--- src/rtl/text_terminal_cursor_scroll_top_macros.svh ---
// Assertion macros for the text terminal block.
// Used by the top level only; expects clk_i and rst_ni in scope.
`ifndef TEXT_TERMINAL_CURSOR_SCROLL_TOP_MACROS_SVH
`define TEXT_TERMINAL_CURSOR_SCROLL_TOP_MACROS_SVH

// same-cycle implication
`define TTCS_ASSERT(lbl, ante, cons, msg) \
  lbl: assert property (@(posedge clk_i) disable iff (!rst_ni) (ante) |-> (cons)) \
    else $error(msg);

// next-cycle implication
`define TTCS_ASSERT_NEXT(lbl, ante, cons, msg) \
  lbl: assert property (@(posedge clk_i) disable iff (!rst_ni) (ante) |=> (cons)) \
    else $error(msg);

`endif

--- src/rtl/ttcs_pkg.sv ---
// Shared types and constants for the text terminal block.
// No dependencies.
package ttcs_pkg;

  localparam int unsigned COLUMNS_DEF = 80;
  localparam int unsigned ROWS_DEF    = 25;

  localparam logic [7:0] BLANK_CHAR   = 8'h20;
  localparam logic [7:0] NEWLINE_CHAR = 8'h0A;
  localparam logic [7:0] COLOR_RESET  = 8'h07;

  localparam logic [1:0] OP_PUT   = 2'd0;
  localparam logic [1:0] OP_CLEAR = 2'd1;
  localparam logic [1:0] OP_READ  = 2'd2;

  typedef enum logic [1:0] {
    AU_HOLD,
    AU_LOAD,
    AU_INC,
    AU_CLR
  } au_op_e;

  function automatic logic [15:0] make_cell(input logic [7:0] ch, input logic [7:0] color);
    return {color, ch};
  endfunction

endpackage

--- src/rtl/ttcs_addr_unit.sv ---
// Shared cell address unit: row offset wrap, row*COLUMNS+col, step, zero.
// Depends on ttcs_pkg.
module ttcs_addr_unit #(
  parameter int unsigned COLUMNS = 80,
  parameter int unsigned ROWS    = 25,
  localparam int unsigned AW = $clog2(ROWS * COLUMNS),
  localparam int unsigned RW = $clog2(ROWS),
  localparam int unsigned CW = $clog2(COLUMNS)
) (
  input  logic           clk_i,
  input  logic           rst_ni,
  input  ttcs_pkg::au_op_e op_i,
  input  logic [RW-1:0]  row_i,
  input  logic [CW-1:0]  col_i,
  input  logic [RW-1:0]  top_i,
  output logic [AW-1:0]  addr_o
);
  import ttcs_pkg::*;

  localparam logic [AW-1:0] ColsA = AW'(COLUMNS);

  logic [RW:0]   row_sum;
  logic [RW-1:0] phys_row;
  logic [AW-1:0] addr_d, addr_q;

  assign row_sum  = {1'b0, row_i} + {1'b0, top_i};
  assign phys_row = (row_sum >= (RW+1)'(ROWS)) ? RW'(row_sum - (RW+1)'(ROWS))
                                                : row_sum[RW-1:0];

  always_comb begin
    unique case (op_i)
      AU_LOAD: addr_d = AW'(phys_row) * ColsA + AW'(col_i);
      AU_INC:  addr_d = addr_q + AW'(1);
      AU_CLR:  addr_d = '0;
      default: addr_d = addr_q;
    endcase
  end

  always_ff @(posedge clk_i or negedge rst_ni) begin
    if (!rst_ni) begin
      addr_q <= '0;
    end else begin
      addr_q <= addr_d;
    end
  end

  assign addr_o = addr_q;

endmodule

--- config.mk ---
export PLATFORM = sky130hd
export DESIGN_NAME = ttcs_addr_unit
export DESIGN_NICKNAME = d
export VERILOG_FILES = /design/src/rtl/text_terminal_cursor_scroll_top_macros.svh /design/src/rtl/ttcs_pkg.sv /design/src/rtl/ttcs_addr_unit.sv
export SDC_FILE = /design/constraint.sdc
export NUM_CORES = 1
export LEC_CHECK = 0
export BUFFER_PORTS_ARGS = -buffer_cell sky130_fd_sc_hd__clkbuf_2
export CAP_MARGIN = 15
export CELL_PAD_IN_SITES_DETAIL_PLACEMENT = 1
export CELL_PAD_IN_SITES_GLOBAL_PLACEMENT = 2
export CORE_ASPECT_RATIO = 1.2
export CORE_UTILIZATION = 34
export DETAILED_ROUTE_END_ITERATION = 10
export PLACE_DENSITY = 0.85
export RECOVER_POWER = 25
export REMOVE_ABC_BUFFERS = 1
export SLEW_MARGIN = 20
export SYNTH_ARGS = -nofsm -noshare
export SYNTH_HDL_FRONTEND = slang
export SYNTH_SLANG_ARGS = --single-unit
--- constraint.sdc ---
create_clock -name clk_i -period 2.3 [get_ports clk_i]
set_input_delay 0.115 -clock clk_i [delete_from_list [all_inputs] [get_ports clk_i]]
set_output_delay 0.115 -clock clk_i [all_outputs]
set_load 0.01 [all_outputs]
* Word level (Yosys, flattened, before mapping)
Cells that the tools add are included.
Word-level totals: register bits 11, bits of input ports 21
Operators by class: add/sub/neg operators 4, multipliers 1, magnitude comparators 1, equality and inequality tests 3, multiplexer cells 2, reduce and logical (&&, ||, !) cells 1
Operator list (number):
- 11-bit one-hot mux with 3 select lines | 1
- 11-bit by 1-bit adder with 11-bit output, second input constant | 1
- 11-bit by 7-bit adder with 11-bit output | 1
- 5-bit by 3-bit multiplier with 7-bit output, second input constant | 1
- 5-bit by 5-bit adder with 6-bit output | 1
- 6-bit by 5-bit >= comparator with 1-bit output, second input constant | 1
- 5-bit two-way mux | 1
- 5-bit subtractor, second input constant | 1
- 2-bit == test, second input constant | 2
- 3-bit nonzero test | 1
- 2-bit by 1-bit == test with 1-bit output, second input constant | 1

* Logic depth before layout (Yosys ltp)
depth in word-level cells 6, gate-level depth with buffers 20, gate-level depth less buffers 20

* Least setup slack after synthesis
Ideal clock, no wire load.
path kind input-to-reg, from in row_i[0], to reg addr_q[10], in the netlist addr_o[10], setup time 0.128 ns, arrival time 3.575 ns, slack -1.403 ns, cell stages on the path 18, path buffers 0, cell sequence ha_1 -> inv_1 -> fa_1 -> nand2b_1 -> o2bb2ai_1 -> xor2_1 -> nor2_1 -> a211oi_1 -> nor2b_1 -> xnor2_1 -> ha_1 -> ha_1 -> a21o_1 -> or2_2 -> a21oi_1 -> xor2_1 -> a211o_1 -> o211ai_2
On the way: longest elaborated chain between the ends 6, elaborated cells on any way between the ends 7, classes of those cells add/sub (3); mul (1); order compare (1); mux (2)
RTL lines:
- from (decl) | line ttcs_addr_unit.sv:13 | input logic [RW-1:0] row_i,
- 5-bit by 5-bit adder with 6-bit output (*) | line ttcs_addr_unit.sv:26 | assign row_sum = {1'b0, row_i} + {1'b0, top_i};
- 5-bit subtractor or 6-bit by 5-bit >= comparator with 1-bit output (tied branches) | line ttcs_addr_unit.sv:27 | assign phys_row = (row_sum >= (RW+1)'(ROWS)) ? RW'(row_sum - (RW+1)'(ROWS))
- 5-bit two-way mux (*) | line ttcs_addr_unit.sv:27
- 5-bit by 3-bit multiplier with 7-bit output (*) | line ttcs_addr_unit.sv:32 | AU_LOAD: addr_d = AW'(phys_row) * ColsA + AW'(col_i);
- 11-bit by 7-bit adder with 11-bit output (*) | line ttcs_addr_unit.sv:32
- 11-bit one-hot mux with 3 select lines (*) | line ttcs_addr_unit.sv:31 | unique case (op_i)
- to (signal assigned) | line ttcs_addr_unit.sv:43 | addr_q <= addr_d;
- to (decl) | line ttcs_addr_unit.sv:24 | logic [AW-1:0] addr_d, addr_q;
Mark *: on every way between the ends. The rest lies on a longest branch, timed or not. A chain may end at the register's enable or synchronous reset.

* Worst setup path in the final report
Same ends and word-level chain as after synthesis.

==> impl_metrics.py <==
metrics = {
    "logic_synthesis": {
        "ys_warn_count": 0,
        "ys_types": 41,
        "netlist_area_um2": 1330,
        "synth-seq-area-share": 0.207,
        "synthFlopType": "dfrtp_1",
        "synth-seq-cells": 11,
        "syn_avg_cell_area_um2": 8.73,
        "synth_edf_count": 0,
        "async_flop_share": 1.00,
        "netlist_instances": 152,
    },
    "global_routing": {
        "grt_pass1_vias": 1538,
        "grt_max_degree": 20,
        "antenna_found_initial": 0,
        "grt_pass1_wl_um": 6740,
        "overflow": 0,
        "grt_usage": 0.214,
    },
    "timing": {
        "tightestPinTransition_ns": 0.621,
        "worst_slack_ns": -1.03,
        "finalSetupViolations": 6,
        "fin_crit_ns": 3.33,
        "relSlewSlack": 0.586,
        "slew_viol_final": 0,
        "rsz0062_at_grt": "true",
        "clock_skew_ns": 0.00207,
        "finalCritPeriodShare": 1.45,
        "clock.fmax_mhz": 300,
        "setup_tns_ns": -5.09,
        "hold_viol_final": 0,
    },
    "route": {
        "routed_wl_um": 4260,
        "drt_pass1_iterations": 4,
        "route.detailed.drc": 0,
        "drt_iter0_drc": 37,
        "postRouteAntennaNets": 0,
        "avgRoutedWirePerCell_um": 15.8,
        "vias": 1395,
        "vias_per_cell": 5.19,
    },
    "final_layout": {
        "areaGrowthSynthToFinish_pct": 61.8,
        "layout-drive-gt1-share": 0.539,
        "n_antenna_cell": 0,
        "largest_reg_flops": 11,
        "final_core_util": 0.582,
        "layout.nets": 257,
    },
    "cts": {
        "cts_max_level": 1,
        "root_buffer": "clkbuf_8",
        "clkTransAtPathRegs_ns": 0.05,
        "insertion_delay_ns": 0.25,
        "cts_buffer_depth": 2,
        "cts_buffers": 3,
        "cts_tree": "done",
        "cts.sinks": 11,
    },
    "floorplanning": {
        "die_area_um2": 4160,
        "die_w_um": 59.0,
        "io_pins": 32,
        "core_um2": 3690,
        "num_rows": 24,
        "die_h_um": 70.5,
        "start_util": 0.359,
    },
    "worst_hold_path": {
        "hp-class": "in -> reg",
        "min_from": "col_i[2]",
        "hold_depth": 3,
        "min_to": "addr_o[2]",
    },
    "critical_path": {
        "endpoint_kind": "flip-flop",
        "ff2ff_path_depth": 7,
        "arrival_ns": 3.45,
        "worstReg2RegEnd": "addr_o[10]",
        "criticalPathCategory": "in -> reg",
        "required_ns": 2.42,
        "cp-start-kind": "primary input",
        "path_max_fanout": 4,
        "worstReg2RegStart": "addr_o[2]",
        "worst-r2r-setup-slack_ns": 0.59,
    },
    "flow_run": {
        "drv_cap": 0,
    },
    "power": {
        "powerDensity_nw_per_um2": 934,
        "power.leakage_nw": 1.00,
        "vdd_drop_max_v": 0.000548,
    },
    "placed_design": {
        "dp_hpwl_um": 3110,
        "io_buffers": 31,
        "gp_congestion": 0.811,
    },
    "outcome": {
        "violations": "negative setup slack",
        "outcome": "finished, violations left",
    },
}
[power by group]
group | total [mW] | internal [mW] | switching [mW] | leakage, nW
registers | 0.322 | 0.252 | 0.0708 | 0.140
clock network | 0.208 | 0.123 | 0.0854 | 0.0228
logic | 1.48 | 0.804 | 0.671 | 0.841
total | 2.01 | 1.18 | 0.827 | 1.00
[cells by family after synthesis]
group / after synthesis / synth area share
fa+ha+maj: 18 / 0.187
xor+xnor: 17 / 0.118
simple gates: 52 / 0.209
buf+inv: 14 / 0.0462
mux: 9 / 0.0754
flops: 11 / 0.207
compound gates: 31 / 0.157
[metrics by stage]
stage / cells / power [mW] / setup WS [ns] / cell area, µm² / hold slack [ns]
3_5_place_dp: 258 / 1.37 / -1.65 / 1730 / 0.00748
3_3_place_gp: 258 / 1.29 / -1.44 / 1730 / 0.00779
4_1_cts: 263 / 1.83 / -1.01 / 2020 / 0.0915
2_1_floorplan: 148 / 0.945 / -1.40 / 1300 / -0.181
5_1_grt: 269 / 2.15 / -1.14 / 2150 / 0.117
6_report: 269 / 2.01 / -1.03 / 2150 / 0.0885
[per-layer routing]
| layer | up-vias | global-route usage | wire length, µm |
|---|---|---|---|
| met5 | - | 0 | 0 |
| met4 | 0 | 0.0952 | 135 |
| met3 | 14 | 0.0167 | 103 |
| met2 | 37 | 0.442 | 2520 |
| met1 | 683 | 0.198 | 1500 |
| li1 | 661 | - | - |
[critical path, stage by stage]
cell and delay (ns):
buf_6 0.10, ha_4 0.15, inv_2 0.05, fa_2 0.48, ha_4 0.20, nand2_4 0.07
and3b_4 0.21, mux2_4 0.30, mux2_4 0.28, ha_4 0.26, ha_4 0.24, a21o_1 0.18
or2_4 0.24, a21oi_2 0.14, xor2_1 0.22, a211o_1 0.15, o211ai_2 0.07
[layout by cell type (no fill, tap or decap), types with 2 or more instances in the layout]
master     n
fa_2       3
clkbuf_1   2
xnor2_2    6
buf_4     28
ha_4       9
o21ai_1    2
clkbuf_8   3
and2_1     2
ha_1       5
xor2_2     3
nor3b_1    3
o22ai_1    7
nor2_1     8
nor2b_1    3
a21o_1     2
mux2i_1    7
inv_2      4
clkbuf_2  28
nor2b_2    2
mux2_4     2
a21oi_1    3
inv_1      6
xor2_1     6
nand2_1   10
nor2_2     4
o21ai_0    5
nand4_1    6
buf_6      6
and3_1     2
dfrtp_1   11
[worst max-delay path by stage]
stage | from | endpoint | cells past startpoint
finish | row_i[0] | addr_o[10] | 17
global route | row_i[0] | addr_o[10] | 17
CTS | top_i[0] | addr_o[10] | 17
detailed placement | row_i[0] | addr_o[10] | 19
global placement | row_i[0] | addr_o[10] | 17
floorplan | row_i[0] | addr_o[10] | 18
[final cells by class]
class	instances	area [µm²]
Multi-Input combinational cell	127	1280
Inverter	10	37.5
Timing Repair Buffer	65	447
Fill cell	440	1550
Sequential cell	11	275
Tap cell	52	65.1
Clock buffer	4	45.0
[cell usage after synthesis (all sizes together) (3+ instances only)]
cell / instances / share of area
inv: 10 / 0.028
o21ai: 7 / 0.026
a21oi: 5 / 0.019
nand4: 6 / 0.028
o22ai: 7 / 0.033
xor2: 9 / 0.065
fa: 3 / 0.045
mux2i: 7 / 0.053
nor2: 13 / 0.039
nor3b: 3 / 0.017
ha: 15 / 0.14
nor2b: 5 / 0.024
dfrtp: 11 / 0.21
xnor2: 8 / 0.053
buf: 3 / 0.015
nand2: 12 / 0.034
and3: 3 / 0.015
[repair_timing]
| item | 4_1_cts | 5_1_grt |
|---|---|---|
| setup endpoints to repair | 7 | 6 |
| endpoints found under the hold margin | 11 | 0 |
| hold buffers | 1 | 0 |
| gates resized for setup | 42 | 19 |
| setup buffers | 0 | 6 |
| pin swaps | 18 | 24 |
Power figures use the tool's default switching activity.
